[src/rtl/core/pcxrle_pkg.sv]
`timescale 1ns / 1ps
`default_nettype none

package pcxrle_pkg;

    localparam int BYTE_W      = 8;
    localparam int COLUMN_W    = 14;
    localparam int PLANE_W     = 2;
    localparam int ROW_W       = 16;
    localparam int RUN_W       = 6;
    localparam int LINE_CFG_W  = 15;
    localparam int PLANE_CFG_W = 3;
    localparam int ROW_CFG_W   = 17;
    localparam int CFG_INDEX_W = 2;
    localparam int CFG_DATA_W  = 17;
    localparam int OUT_DATA_W  = 40;
    localparam int OUT_USER_W  = 2;

    localparam logic [BYTE_W-1:0] RUN_CODE_BASE = 8'hC0;

    localparam logic [CFG_INDEX_W-1:0] REG_COMPRESSED  = 2'd0;
    localparam logic [CFG_INDEX_W-1:0] REG_LINE_BYTES  = 2'd1;
    localparam logic [CFG_INDEX_W-1:0] REG_PLANE_COUNT = 2'd2;
    localparam logic [CFG_INDEX_W-1:0] REG_ROW_COUNT   = 2'd3;

    typedef struct packed {
        logic emit;
        logic emit_from_run;
        logic set_code;
        logic clr_await;
        logic start_run;
    } cmd_t;

    typedef struct packed {
        logic slot_free;
        logic image_done;
        logic compressed;
        logic awaiting;
        logic byte_is_code;
        logic run_zero;
        logic run_done;
    } sts_t;

endpackage

`default_nettype wire

[src/rtl/core/pcxrle_ctrl.sv]
`timescale 1ns / 1ps
`default_nettype none

module pcxrle_ctrl (
    input  wire logic            clk,
    input  wire logic            rst_n,
    input  wire logic            s_tvalid,
    output logic                 s_tready,
    input  wire pcxrle_pkg::sts_t sts,
    output pcxrle_pkg::cmd_t     cmd
);

    localparam logic S_IDLE = 1'b0;
    localparam logic S_RUN  = 1'b1;

    logic state_reg;
    logic state_next;
    logic accept;

    assign s_tready = (state_reg == S_IDLE) && sts.slot_free;
    assign accept   = s_tready && s_tvalid;

    always_comb
    begin
        state_next = state_reg;
        cmd        = '0;
        case (state_reg)
            S_IDLE:
            begin
                if (accept && !sts.image_done)
                begin
                    if (!sts.compressed)
                    begin
                        cmd.emit      = 1'b1;
                        cmd.clr_await = 1'b1;
                    end
                    else if (!sts.awaiting)
                    begin
                        if (sts.byte_is_code)
                        begin
                            cmd.set_code = 1'b1;
                        end
                        else
                        begin
                            cmd.emit = 1'b1;
                        end
                    end
                    else
                    begin
                        cmd.clr_await = 1'b1;
                        if (!sts.run_zero)
                        begin
                            cmd.start_run = 1'b1;
                            state_next    = S_RUN;
                        end
                    end
                end
            end
            S_RUN:
            begin
                if (sts.slot_free)
                begin
                    cmd.emit          = 1'b1;
                    cmd.emit_from_run = 1'b1;
                    if (sts.run_done)
                    begin
                        state_next = S_IDLE;
                    end
                end
            end
            default:
            begin
                state_next = S_IDLE;
            end
        endcase
    end

    always_ff @(posedge clk or negedge rst_n)
    begin
        if (!rst_n)
        begin
            state_reg <= S_IDLE;
        end
        else
        begin
            state_reg <= state_next;
        end
    end

endmodule

`default_nettype wire

[src/rtl/core/pcxrle_dp.sv]
`timescale 1ns / 1ps
`default_nettype none

module pcxrle_dp #(
    parameter int MAX_LINE_BYTES = 16384
) (
    input  wire logic                                   clk,
    input  wire logic                                   rst_n,
    input  wire logic                                   cfg_we,
    input  wire logic [pcxrle_pkg::CFG_INDEX_W-1:0]     cfg_index,
    input  wire logic [pcxrle_pkg::CFG_DATA_W-1:0]      cfg_data,
    input  wire logic [pcxrle_pkg::BYTE_W-1:0]          in_byte,
    input  wire pcxrle_pkg::cmd_t                       cmd,
    output pcxrle_pkg::sts_t                            sts,
    output logic                                        m_tvalid,
    input  wire logic                                   m_tready,
    output logic [pcxrle_pkg::OUT_DATA_W-1:0]           m_tdata,
    output logic                                        m_tlast,
    output logic [pcxrle_pkg::OUT_USER_W-1:0]           m_tuser
);

    localparam int CW = (MAX_LINE_BYTES > 1) ? $clog2(MAX_LINE_BYTES) : 1;
    localparam int LW = pcxrle_pkg::LINE_CFG_W + 1;
    localparam logic [pcxrle_pkg::LINE_CFG_W-1:0] LINE_MAX =
        pcxrle_pkg::LINE_CFG_W'(MAX_LINE_BYTES);
    localparam logic [pcxrle_pkg::PLANE_CFG_W-1:0] PLANE_MAX = 3'd4;
    localparam logic [pcxrle_pkg::ROW_CFG_W-1:0]   ROW_MAX   = 17'd65536;

    logic                                   compressed_reg;
    logic [pcxrle_pkg::LINE_CFG_W-1:0]      line_bytes_reg;
    logic [pcxrle_pkg::PLANE_CFG_W-1:0]     plane_count_reg;
    logic [pcxrle_pkg::ROW_CFG_W-1:0]       row_count_reg;

    logic                                   awaiting_reg;
    logic [pcxrle_pkg::RUN_W-1:0]           run_length_reg;
    logic [pcxrle_pkg::RUN_W-1:0]           count_reg;
    logic [pcxrle_pkg::BYTE_W-1:0]          value_reg;
    logic [CW-1:0]                          column_reg;
    logic [pcxrle_pkg::PLANE_W-1:0]         plane_reg;
    logic [pcxrle_pkg::ROW_W-1:0]           row_reg;
    logic                                   image_done_reg;

    logic                                   out_valid_reg;
    logic [pcxrle_pkg::BYTE_W-1:0]          out_byte_reg;
    logic [pcxrle_pkg::COLUMN_W-1:0]        out_column_reg;
    logic [pcxrle_pkg::PLANE_W-1:0]         out_plane_reg;
    logic [pcxrle_pkg::ROW_W-1:0]           out_row_reg;
    logic                                   out_last_reg;
    logic                                   out_lend_reg;
    logic                                   out_iend_reg;

    logic [pcxrle_pkg::LINE_CFG_W-1:0]      line_len;
    logic [pcxrle_pkg::PLANE_CFG_W-1:0]     planes;
    logic [pcxrle_pkg::ROW_CFG_W-1:0]       rows;
    logic                                   lend;
    logic                                   pend;
    logic                                   iend;
    logic                                   count_one;
    logic                                   emit_last;

    always_comb
    begin
        if (line_bytes_reg == '0)
            line_len = pcxrle_pkg::LINE_CFG_W'(1);
        else if (line_bytes_reg > LINE_MAX)
            line_len = LINE_MAX;
        else
            line_len = line_bytes_reg;

        if (plane_count_reg == '0)
            planes = pcxrle_pkg::PLANE_CFG_W'(1);
        else if (plane_count_reg > PLANE_MAX)
            planes = PLANE_MAX;
        else
            planes = plane_count_reg;

        if (row_count_reg == '0)
            rows = pcxrle_pkg::ROW_CFG_W'(1);
        else if (row_count_reg > ROW_MAX)
            rows = ROW_MAX;
        else
            rows = row_count_reg;
    end

    assign lend = (LW'(column_reg) + LW'(1)) >= LW'(line_len);
    assign pend = lend &&
        ((pcxrle_pkg::PLANE_CFG_W'(plane_reg) + pcxrle_pkg::PLANE_CFG_W'(1)) >= planes);
    assign iend = pend &&
        ((pcxrle_pkg::ROW_CFG_W'(row_reg) + pcxrle_pkg::ROW_CFG_W'(1)) >= rows);

    assign count_one = (count_reg == pcxrle_pkg::RUN_W'(1));
    assign emit_last = cmd.emit_from_run ? (count_one || lend) : 1'b1;

    assign sts.slot_free    = !out_valid_reg || m_tready;
    assign sts.image_done   = image_done_reg;
    assign sts.compressed   = compressed_reg;
    assign sts.awaiting     = awaiting_reg;
    assign sts.byte_is_code = (in_byte >= pcxrle_pkg::RUN_CODE_BASE);
    assign sts.run_zero     = (run_length_reg == '0);
    assign sts.run_done     = count_one || lend;

    always_ff @(posedge clk or negedge rst_n)
    begin
        if (!rst_n)
        begin
            compressed_reg  <= 1'b1;
            line_bytes_reg  <= pcxrle_pkg::LINE_CFG_W'(1);
            plane_count_reg <= pcxrle_pkg::PLANE_CFG_W'(1);
            row_count_reg   <= pcxrle_pkg::ROW_CFG_W'(1);
        end
        else if (cfg_we)
        begin
            case (cfg_index)
                pcxrle_pkg::REG_COMPRESSED:  compressed_reg  <= cfg_data[0];
                pcxrle_pkg::REG_LINE_BYTES:
                    line_bytes_reg  <= cfg_data[pcxrle_pkg::LINE_CFG_W-1:0];
                pcxrle_pkg::REG_PLANE_COUNT:
                    plane_count_reg <= cfg_data[pcxrle_pkg::PLANE_CFG_W-1:0];
                pcxrle_pkg::REG_ROW_COUNT:
                    row_count_reg   <= cfg_data[pcxrle_pkg::ROW_CFG_W-1:0];
                default:
                begin
                end
            endcase
        end
    end

    always_ff @(posedge clk or negedge rst_n)
    begin
        if (!rst_n)
        begin
            awaiting_reg   <= 1'b0;
            run_length_reg <= '0;
            count_reg      <= '0;
            column_reg     <= '0;
            plane_reg      <= '0;
            row_reg        <= '0;
            image_done_reg <= 1'b0;
            out_valid_reg  <= 1'b0;
        end
        else
        begin
            if (cmd.set_code)
            begin
                run_length_reg <= in_byte[pcxrle_pkg::RUN_W-1:0];
                awaiting_reg   <= 1'b1;
            end
            if (cmd.clr_await)
            begin
                awaiting_reg <= 1'b0;
            end
            if (cmd.start_run)
            begin
                count_reg      <= run_length_reg;
                run_length_reg <= '0;
            end
            else if (cmd.emit && cmd.emit_from_run)
            begin
                count_reg <= count_reg - pcxrle_pkg::RUN_W'(1);
            end

            if (cmd.emit)
            begin
                out_valid_reg <= 1'b1;
                if (!lend)
                begin
                    column_reg <= column_reg + CW'(1);
                end
                else
                begin
                    column_reg <= '0;
                    if (!pend)
                    begin
                        plane_reg <= plane_reg + pcxrle_pkg::PLANE_W'(1);
                    end
                    else
                    begin
                        plane_reg <= '0;
                        if (iend)
                            image_done_reg <= 1'b1;
                        else
                            row_reg <= row_reg + pcxrle_pkg::ROW_W'(1);
                    end
                end
            end
            else if (m_tready)
            begin
                out_valid_reg <= 1'b0;
            end
        end
    end

    always_ff @(posedge clk)
    begin
        if (cmd.start_run)
        begin
            value_reg <= in_byte;
        end
        if (cmd.emit)
        begin
            out_byte_reg   <= cmd.emit_from_run ? value_reg : in_byte;
            out_column_reg <= pcxrle_pkg::COLUMN_W'(column_reg);
            out_plane_reg  <= plane_reg;
            out_row_reg    <= row_reg;
            out_last_reg   <= emit_last;
            out_lend_reg   <= lend;
            out_iend_reg   <= iend;
        end
    end

    assign m_tvalid = out_valid_reg;
    assign m_tdata  = {out_row_reg, out_plane_reg, out_column_reg, out_byte_reg};
    assign m_tlast  = out_last_reg;
    assign m_tuser  = {out_iend_reg, out_lend_reg};

endmodule

`default_nettype wire

[src/rtl/core/pcx_rle_scanline_decoder_top.sv]
// Timing: a literal or raw byte is shown in the cycle after its input transfer; the
// value byte of a run is held in value_reg, and the run state then emits its copies.
// Throughput: a run code and its value byte are each one input transfer, then the run
// gives one copy per cycle while the output is not stalled; input is held meanwhile.
// The output register is the only buffer; reset (rst_n, asynchronous, active low) clears
// all control state and sets every configuration register to 1.
`timescale 1ns / 1ps
`default_nettype none

module pcx_rle_scanline_decoder_top #(
    parameter int MAX_LINE_BYTES = 16384
) (
    input  wire logic                               clk,
    input  wire logic                               rst_n,
    input  wire logic                               cfg_valid,
    output logic                                    cfg_ready,
    input  wire logic [pcxrle_pkg::CFG_INDEX_W-1:0] cfg_index,
    input  wire logic [pcxrle_pkg::CFG_DATA_W-1:0]  cfg_data,
    input  wire logic                               s_tvalid,
    output logic                                    s_tready,
    // file_byte [7:0]
    input  wire logic [pcxrle_pkg::BYTE_W-1:0]      s_tdata,
    output logic                                    m_tvalid,
    input  wire logic                               m_tready,
    // data_byte [7:0], column [21:8], plane [23:22], row [39:24]
    output logic [pcxrle_pkg::OUT_DATA_W-1:0]       m_tdata,
    output logic                                    m_tlast,
    // line_end [0], image_end [1]
    output logic [pcxrle_pkg::OUT_USER_W-1:0]       m_tuser
);

    pcxrle_pkg::cmd_t cmd;
    pcxrle_pkg::sts_t sts;

    assign cfg_ready = 1'b1;

    pcxrle_ctrl u_ctrl (
        .clk      (clk),
        .rst_n    (rst_n),
        .s_tvalid (s_tvalid),
        .s_tready (s_tready),
        .sts      (sts),
        .cmd      (cmd)
    );

    pcxrle_dp #(
        .MAX_LINE_BYTES (MAX_LINE_BYTES)
    ) u_dp (
        .clk       (clk),
        .rst_n     (rst_n),
        .cfg_we    (cfg_valid && cfg_ready),
        .cfg_index (cfg_index),
        .cfg_data  (cfg_data),
        .in_byte   (s_tdata),
        .cmd       (cmd),
        .sts       (sts),
        .m_tvalid  (m_tvalid),
        .m_tready  (m_tready),
        .m_tdata   (m_tdata),
        .m_tlast   (m_tlast),
        .m_tuser   (m_tuser)
    );

endmodule

`default_nettype wire

[config.mk]
export PLATFORM = sky130hd
export DESIGN_NAME = pcx_rle_scanline_decoder_top
export DESIGN_NICKNAME = d
export VERILOG_FILES = /design/src/rtl/core/pcxrle_pkg.sv /design/src/rtl/core/pcxrle_ctrl.sv /design/src/rtl/core/pcxrle_dp.sv /design/src/rtl/core/pcx_rle_scanline_decoder_top.sv
export SDC_FILE = /design/constraint.sdc
export NUM_CORES = 1
export LEC_CHECK = 0
export BUFFER_PORTS_ARGS = -buffer_cell sky130_fd_sc_hd__buf_4
export CORE_AREA = 2 2 108 110
export CTS_BUF_LIST = sky130_fd_sc_hd__clkbuf_4
export CTS_CLUSTER_DIAMETER = 120
export DETAILED_ROUTE_END_ITERATION = 12
export DIE_AREA = 0 0 110 112
export GPL_ROUTABILITY_DRIVEN = 0
export HOLD_SLACK_MARGIN = 0.06
export PLACE_DENSITY = 0.8
export SYNTH_ARGS = -nofsm -noshare
export SYNTH_HDL_FRONTEND = slang
export SYNTH_SLANG_ARGS = --single-unit
[constraint.sdc]
create_clock -name clk -period 4.3 [get_ports clk]
set_input_delay 0.215 -clock clk [delete_from_list [all_inputs] [get_ports clk]]
set_output_delay 0.215 -clock clk [all_outputs]
set_load 0.01 [all_outputs]
# ---- After elaboration in Yosys (flattened, before gate mapping)
# Index checks and enable logic that the tools add are counted.
dict set report classes {
  add_sub_neg 7
  magnitude_cmp 7
  eq_ne 4
  n_mux 39
  bitwise 2
  reduce_logical 26
}
# op n
set op_table {}
lappend op_table {{17-bit 2-to-1 mux} 2}
lappend op_table {{15-bit 2-to-1 mux} 2}
lappend op_table {{6-bit 2-to-1 mux} 4}
lappend op_table {{1-bit 2-to-1 mux} 20}
lappend op_table {{16-bit by 1-bit adder with 17-bit output (second input constant)} 1}
lappend op_table {{17-bit >= comparator} 1}
lappend op_table {{17-bit > comparator (second input constant)} 1}
lappend op_table {{17-bit logical NOT} 1}
lappend op_table {{16-bit by 1-bit adder with 16-bit output (second input constant)} 1}
lappend op_table {{16-bit by 15-bit >= comparator with 1-bit output} 1}
lappend op_table {{14-bit by 1-bit adder with 15-bit output (second input constant)} 1}
lappend op_table {{15-bit > comparator (second input constant)} 1}
lappend op_table {{15-bit logical NOT} 1}
lappend op_table {{14-bit by 1-bit adder with 14-bit output (second input constant)} 1}
lappend op_table {{14-bit 2-to-1 mux} 1}
lappend op_table {{3-bit 2-to-1 mux} 4}
lappend op_table {{2-bit AND reduction} 5}
lappend op_table {{8-bit >= comparator (second input constant)} 1}
lappend op_table {{8-bit 2-to-1 mux} 1}
lappend op_table {{4-bit AND reduction} 2}
lappend op_table {{2-bit nonzero test} 4}
lappend op_table {{6-bit by 1-bit equality test with 1-bit output (second input constant)} 1}
lappend op_table {{1-bit logical AND} 6}
lappend op_table {{6-bit logical NOT} 1}
lappend op_table {{other kinds (14)} 21}
dict set report word_totals {
  regBits 135
}

# ---- Depth between registers and ports, before layout
dict set report logic_depth {
  ltp_word 10
  depth_mapped 16
  mapped_depth_nobuf 15
}

# ---- Modules after synthesis
# From an unflattened synthesis, not the netlist that was laid out.
dict set report hier_totals {
  cells_unflattened 568
  area_unflattened_um2 6635.1
}
# mod instances cells_per_inst area_per_inst_um2 seq_area_each_um2
set by_module_without_submodules {}
lappend by_module_without_submodules {pcxrle_dp 1 552 6498.7 3613.5}
lappend by_module_without_submodules {pcxrle_ctrl 1 14 125.1 25.0}
lappend by_module_without_submodules {pcx_rle_scanline_decoder_top 1 2 11.3 0.0}

# ---- Worst setup path after synthesis
# Ideal clock, no wire load.
dict set report synth_path {
  kind {register to register}
  start {register u_dp.column_reg[2]}
  end {register u_dp.row_reg[1] in the netlist's numbering}
  t_arrival_ns 3.052
  required_time_ns 4.175
  slack_ns 1.123
  stages_incl_launch_ff 16
  n_path_buf 1
  period_less_slack_ns 3.177
  path_cell_list {dfrtp_1 -> nand3_1 -> nor2_1 -> and4_1 -> and3_1 -> and3_1 -> xor2_1 -> ha_1 -> nand3_1 -> nor4_1 -> o21ai_0 -> o21ai_1 -> nor2_2 -> buf_4 -> nor3_2 -> mux2_2}
}
dict set report synth_between {
  elab_chain_cells 6
}
# element line_no
set synth_rtl {}
lappend synth_rtl {{start, declared} pcxrle_dp.sv:38} ;# logic [CW-1:0] column_reg;
lappend synth_rtl {{start signal, assigned} pcxrle_dp.sv:167} ;# column_reg <= column_reg + CW'(1);
lappend synth_rtl {{14-bit by 1-bit adder with 15-bit output *} pcxrle_dp.sv:85} ;# assign lend = (LW'(column_reg) + LW'(1)) >= LW'(line_len);
lappend synth_rtl {{16-bit by 15-bit >= comparator with 1-bit output *} pcxrle_dp.sv:85}
lappend synth_rtl {{1-bit logical AND} pcxrle_dp.sv:86} ;# assign pend = lend &&
lappend synth_rtl {{1-bit logical AND} pcxrle_dp.sv:88} ;# assign iend = pend &&
lappend synth_rtl {{1-bit NOT (no line)} n/a}
lappend synth_rtl {{4-bit AND reduction (no line) *} n/a}
lappend synth_rtl {{end signal, assigned} pcxrle_dp.sv:182} ;# row_reg <= row_reg + pcxrle_pkg::ROW_W'(1);
lappend synth_rtl {{end, declared} pcxrle_dp.sv:40} ;# logic [pcxrle_pkg::ROW_W-1:0] row_reg;
# Mark *: on every way between the ends. The rest lies on a longest branch, timed or not.
# A chain may end at the register's enable or synchronous reset.

# ---- Worst setup path in the final report
dict set report layout_path {
  start {register u_dp.row_reg[0] in the netlist's numbering}
  end {register u_dp.row_reg[15] in the netlist's numbering}
}
dict set report layout_between {
  elab_chain_cells 5
}
# element line_no
set layout_rtl {}
lappend layout_rtl {{16-bit by 1-bit adder with 17-bit output} pcxrle_dp.sv:89} ;# ((pcxrle_pkg::ROW_CFG_W'(row_reg) + pcxrle_pkg::ROW_CFG_W'(1)) >= rows);
lappend layout_rtl {{17-bit >= comparator} pcxrle_dp.sv:89}
lappend layout_rtl {{1-bit logical AND} pcxrle_dp.sv:88}
lappend layout_rtl {{1-bit NOT (no line)} n/a}
lappend layout_rtl {{4-bit AND reduction (no line)} n/a}
# Parallel ways exist; a longest one is shown, timed or not.

==> results.md <==
- Max_cap viols: 0
- GR Util All Layers: 24.3%
- CP required: between 4 and 5 ns
- Die ar.: 12300 sq um
- Vias: 4888
- Total Power: 3.79 mW
- Critical setup path kind: reg -> reg
- CP max-delay cell: o31ai_4
- Routed Antenna Nets: 0
- WHS: between 0.1 and 0.15 ns
- CP Cell Sequence: ha_1, nand3_1, nor2b_1, nand2_1, xnor2_1, ha_1, and3_1, nand3_1, a21oi_1, a2111oi_4, o31ai_4, buf_4, nor4_2, xor2_1
- Final #Nets: 750
- Worst-Margin Slew: between 1 and 1.5 ns
- Worst Hold Class: in -> reg
- Number of flip-flops in the largest register: 17
- Vias in the first global route: 4827
- Net Sw Frac: about a third
- Routed length per instance: 16.6 um
- Clock power share: 21.9%
- Fmax: between 200 and 300 MHz
- CTS Buf Count: 17
- Post-route design area: roughly 7900 sq um
- Clock Tree Root: clkbuf_4
- Crit path depth: 14
- Syn Std Cell Area: approximately 6700 sq um
- Area after DPL: approximately 7400 sq um
- Worst setup SP type: register
- I/O pin total: 78
- CTS Buffer Depth: 2
- Final Setup Violations: 0
- RSZ-0062 raised after global routing: no
- Layout area overhead: 18.7%
- Buf/Inv on CP: 1
- First-pass GRT wire length: between 20 and 25 mm
- Tcrit/Tclk final: between 80 and 90%
- Routed Wire Length: between 10 and 15 mm
- CP Capture Type: register
- CP arrival: ~4.1 ns
- CORE AREA: roughly 11000 sq um
- Die width: around 110 um
- YS warnings: 0
- Worst path max stage delay: 0.70 ns
- Starting Density: roughly three fifths
- Vias per cell: 5.85
- Syn nets: between 600 and 700
- Setup Buffers After CTS: 0
- Relative slew slack: a little over a quarter
- Setup_tns: 0 ns
- Max-slew violations: 0
- Multi-input logic area: around 2900 sq um
- Maximum net fanout on the critical path: 15
- Hold Crit Depth: 4
- DIE HEIGHT: about 110 um
- Most frequent cells in the layout: 83 x nand2_1, 80 x dfrtp_1, 79 x buf_4
- Initial antenna violation count: 1
- Port Buffers: 76
- Sequential area share after synthesis: approximately 54%
- # DRC: 0
- Commonest non-fill, non-tap cell in the layout: nand2_1
- Power density cells: 478 nW/um^2
- Leakage: around 3.6 nW
- CTS clk-pin slew, worst paths: ~0.12 ns
- Sw power: between 1 and 1.5 mW
- Fin Clk Skew: around 0.015 ns
- DR iter-0 viols: 259
- Hold_buf cts: 28
- Logic pwr share: about 29%
- Reg2Reg Depth: 14
- Htree depth: 4
- Post-cts gate resize count: 0
- Synth unique cells: between 50 and 60
- Final hold violations: 0
- TritonRoute pass-1 iters: 4
- Ys flop type: dfrtp_1
- Ys async rst share: 62.2%
- Cell count after synthesis: around 570
- Largest net degree at the start of global routing: between 80 and 90
- Global route overflow: 0
- FILL cells: ~800
- Max VDD drop: between 0.0003 and 0.0004 V
- Register Area: ~3600 sq um
- Share of power burned in registers: between 40% and 50%
- Worst-skew pair later-pin latency: approximately 0.54 ns
- Share of cells above drive strength 1: about a quarter
- Std cell rows: 39
- Run status: complete, no violations
- Post-synth EDFFs: 51
- Clk sinks: between 100 and 150
- Final min period: between 3 and 4 ns
- Cell Int Power: roughly 2.5 mW
- Syn_area_per_cell: about 12 sq um
- DP Wirelength: about 9.3 mm
- Yosys reg bits: 135
- CTS tree: built
- CP top delay family: compound AO/OA/AOI/OAI gates
-- per-layer routing --
| metal | up-vias | global-route usage, % | wire length (um) |
|---|---|---|---|
| li1 | 2281 | - | - |
| met3 | 27 | 5.62 | 588 |
| met2 | 132 | 38.5 | 6900 |
| met1 | 2448 | 33.4 | 6090 |
| met4 | 0 | 7.43 | 259 |
| met5 | - | 0 | 0 |
-- through the flow --
step,cells,setup slack [ns],utilization (%)
2_1_floorplan,568,1.12,-
3_3_place_gp,774,0.824,66.0
3_5_place_dp,774,0.647,66.0
4_1_cts,834,0.599,71.0
5_1_grt,835,0.239,71.1
6_report,835,0.595,71.1
-- cells by family (layout without fill, tap and decap cells) --
family          Yosys count  count (layout)  share of synthesized area (%)
flops                   135             135                           54.4
compound gates           72              72                           7.60
buf+inv                  34             157                           2.28
other cells               1               2                         0.0561
fa+ha+maj                40              40                           7.48
mux                      42              42                           7.02
simple gates            203             203                           15.8
xor+xnor                 41              41                           5.37
-- cell usage after synthesis (3+ instances only) --
master    number  area, sq um
a221o_1        3         30.0
xnor2_1       17          149
dfrtp_1       80         2000
inv_1         16         60.1
a21o_1         6         45.0
xor2_1        24          210
nand2_1       83          312
nor2b_1        7         43.8
nand3_1       25          125
nand2b_1       5         31.3
ha_1          40          500
o21ai_0       17         85.1
edfxtp_1      51         1530
buf_4          4         30.0
nand4_1        7         43.8
nor4b_1        4         35.0
mux2i_1        3         30.0
mux2_2        39          439
nor3_1         4         20.0
nor2_1        25         93.8
a22o_1        11         96.3
a21oi_1       20          100
dfstp_2        4          105
o21ai_1        3         15.0
nor4_1        11         68.8
clkbuf_1       8         30.0
and3_1        11         68.8
nor4_2         8          100
-- power groups by stage --
stage,clock network (mW),logic (mW),registers (mW)
floorplan,0,0.674,1.87
global placement,0,1.05,1.86
detailed placement,0,1.09,1.87
CTS,0.846,1.12,1.84
global route,0.905,1.25,1.89
finish,0.831,1.11,1.85
-- layout make-up --
cell class              instances  area share [%]
flip-flops and latches        135            45.8
multi-input cells             399            36.5
repair buffers                107            11.0
well taps                     143            2.25
clock inverters                15            1.95
clock buffers                  17            1.61
inverters                      18           0.851
diodes                          1          0.0315
-- worst paths after layout --
path	startpoint	endpoint	slack, ns
max in group asynchronous	rst_n	u_dp.row_reg[8]$_DFFE_PN0P_	3.18
min	s_tvalid	u_dp.m_tvalid$_DFFE_PN0P_	0.13
max reg2reg	u_dp.row_reg[0]$_DFFE_PN0P_	u_dp.row_reg[15]$_DFFE_PN0P_	0.59
min in group asynchronous	rst_n	u_dp.run_length_reg[2]$_DFFE_PN0P_	0.38
min reg2reg	u_dp.image_done_reg$_DFFE_PN0P_	u_dp.image_done_reg$_DFFE_PN0P_	0.50
max	u_dp.row_reg[0]$_DFFE_PN0P_	u_dp.row_reg[15]$_DFFE_PN0P_	0.59
-- worst reg2reg max path, stage by stage, from the launching register on --
cell and delay (ns):
dfrtp_1 0.45, ha_1 0.23, nand3_1 0.17, nor2b_1 0.32, nand2_1 0.16, xnor2_1 0.15, ha_1 0.36, and3_1 0.20
nand3_1 0.08, a21oi_1 0.21, a2111oi_4 0.09, o31ai_4 0.70, buf_4 0.25, nor4_2 0.05, xor2_1 0.16
No activity file was read; power rests on OpenSTA's default activity.
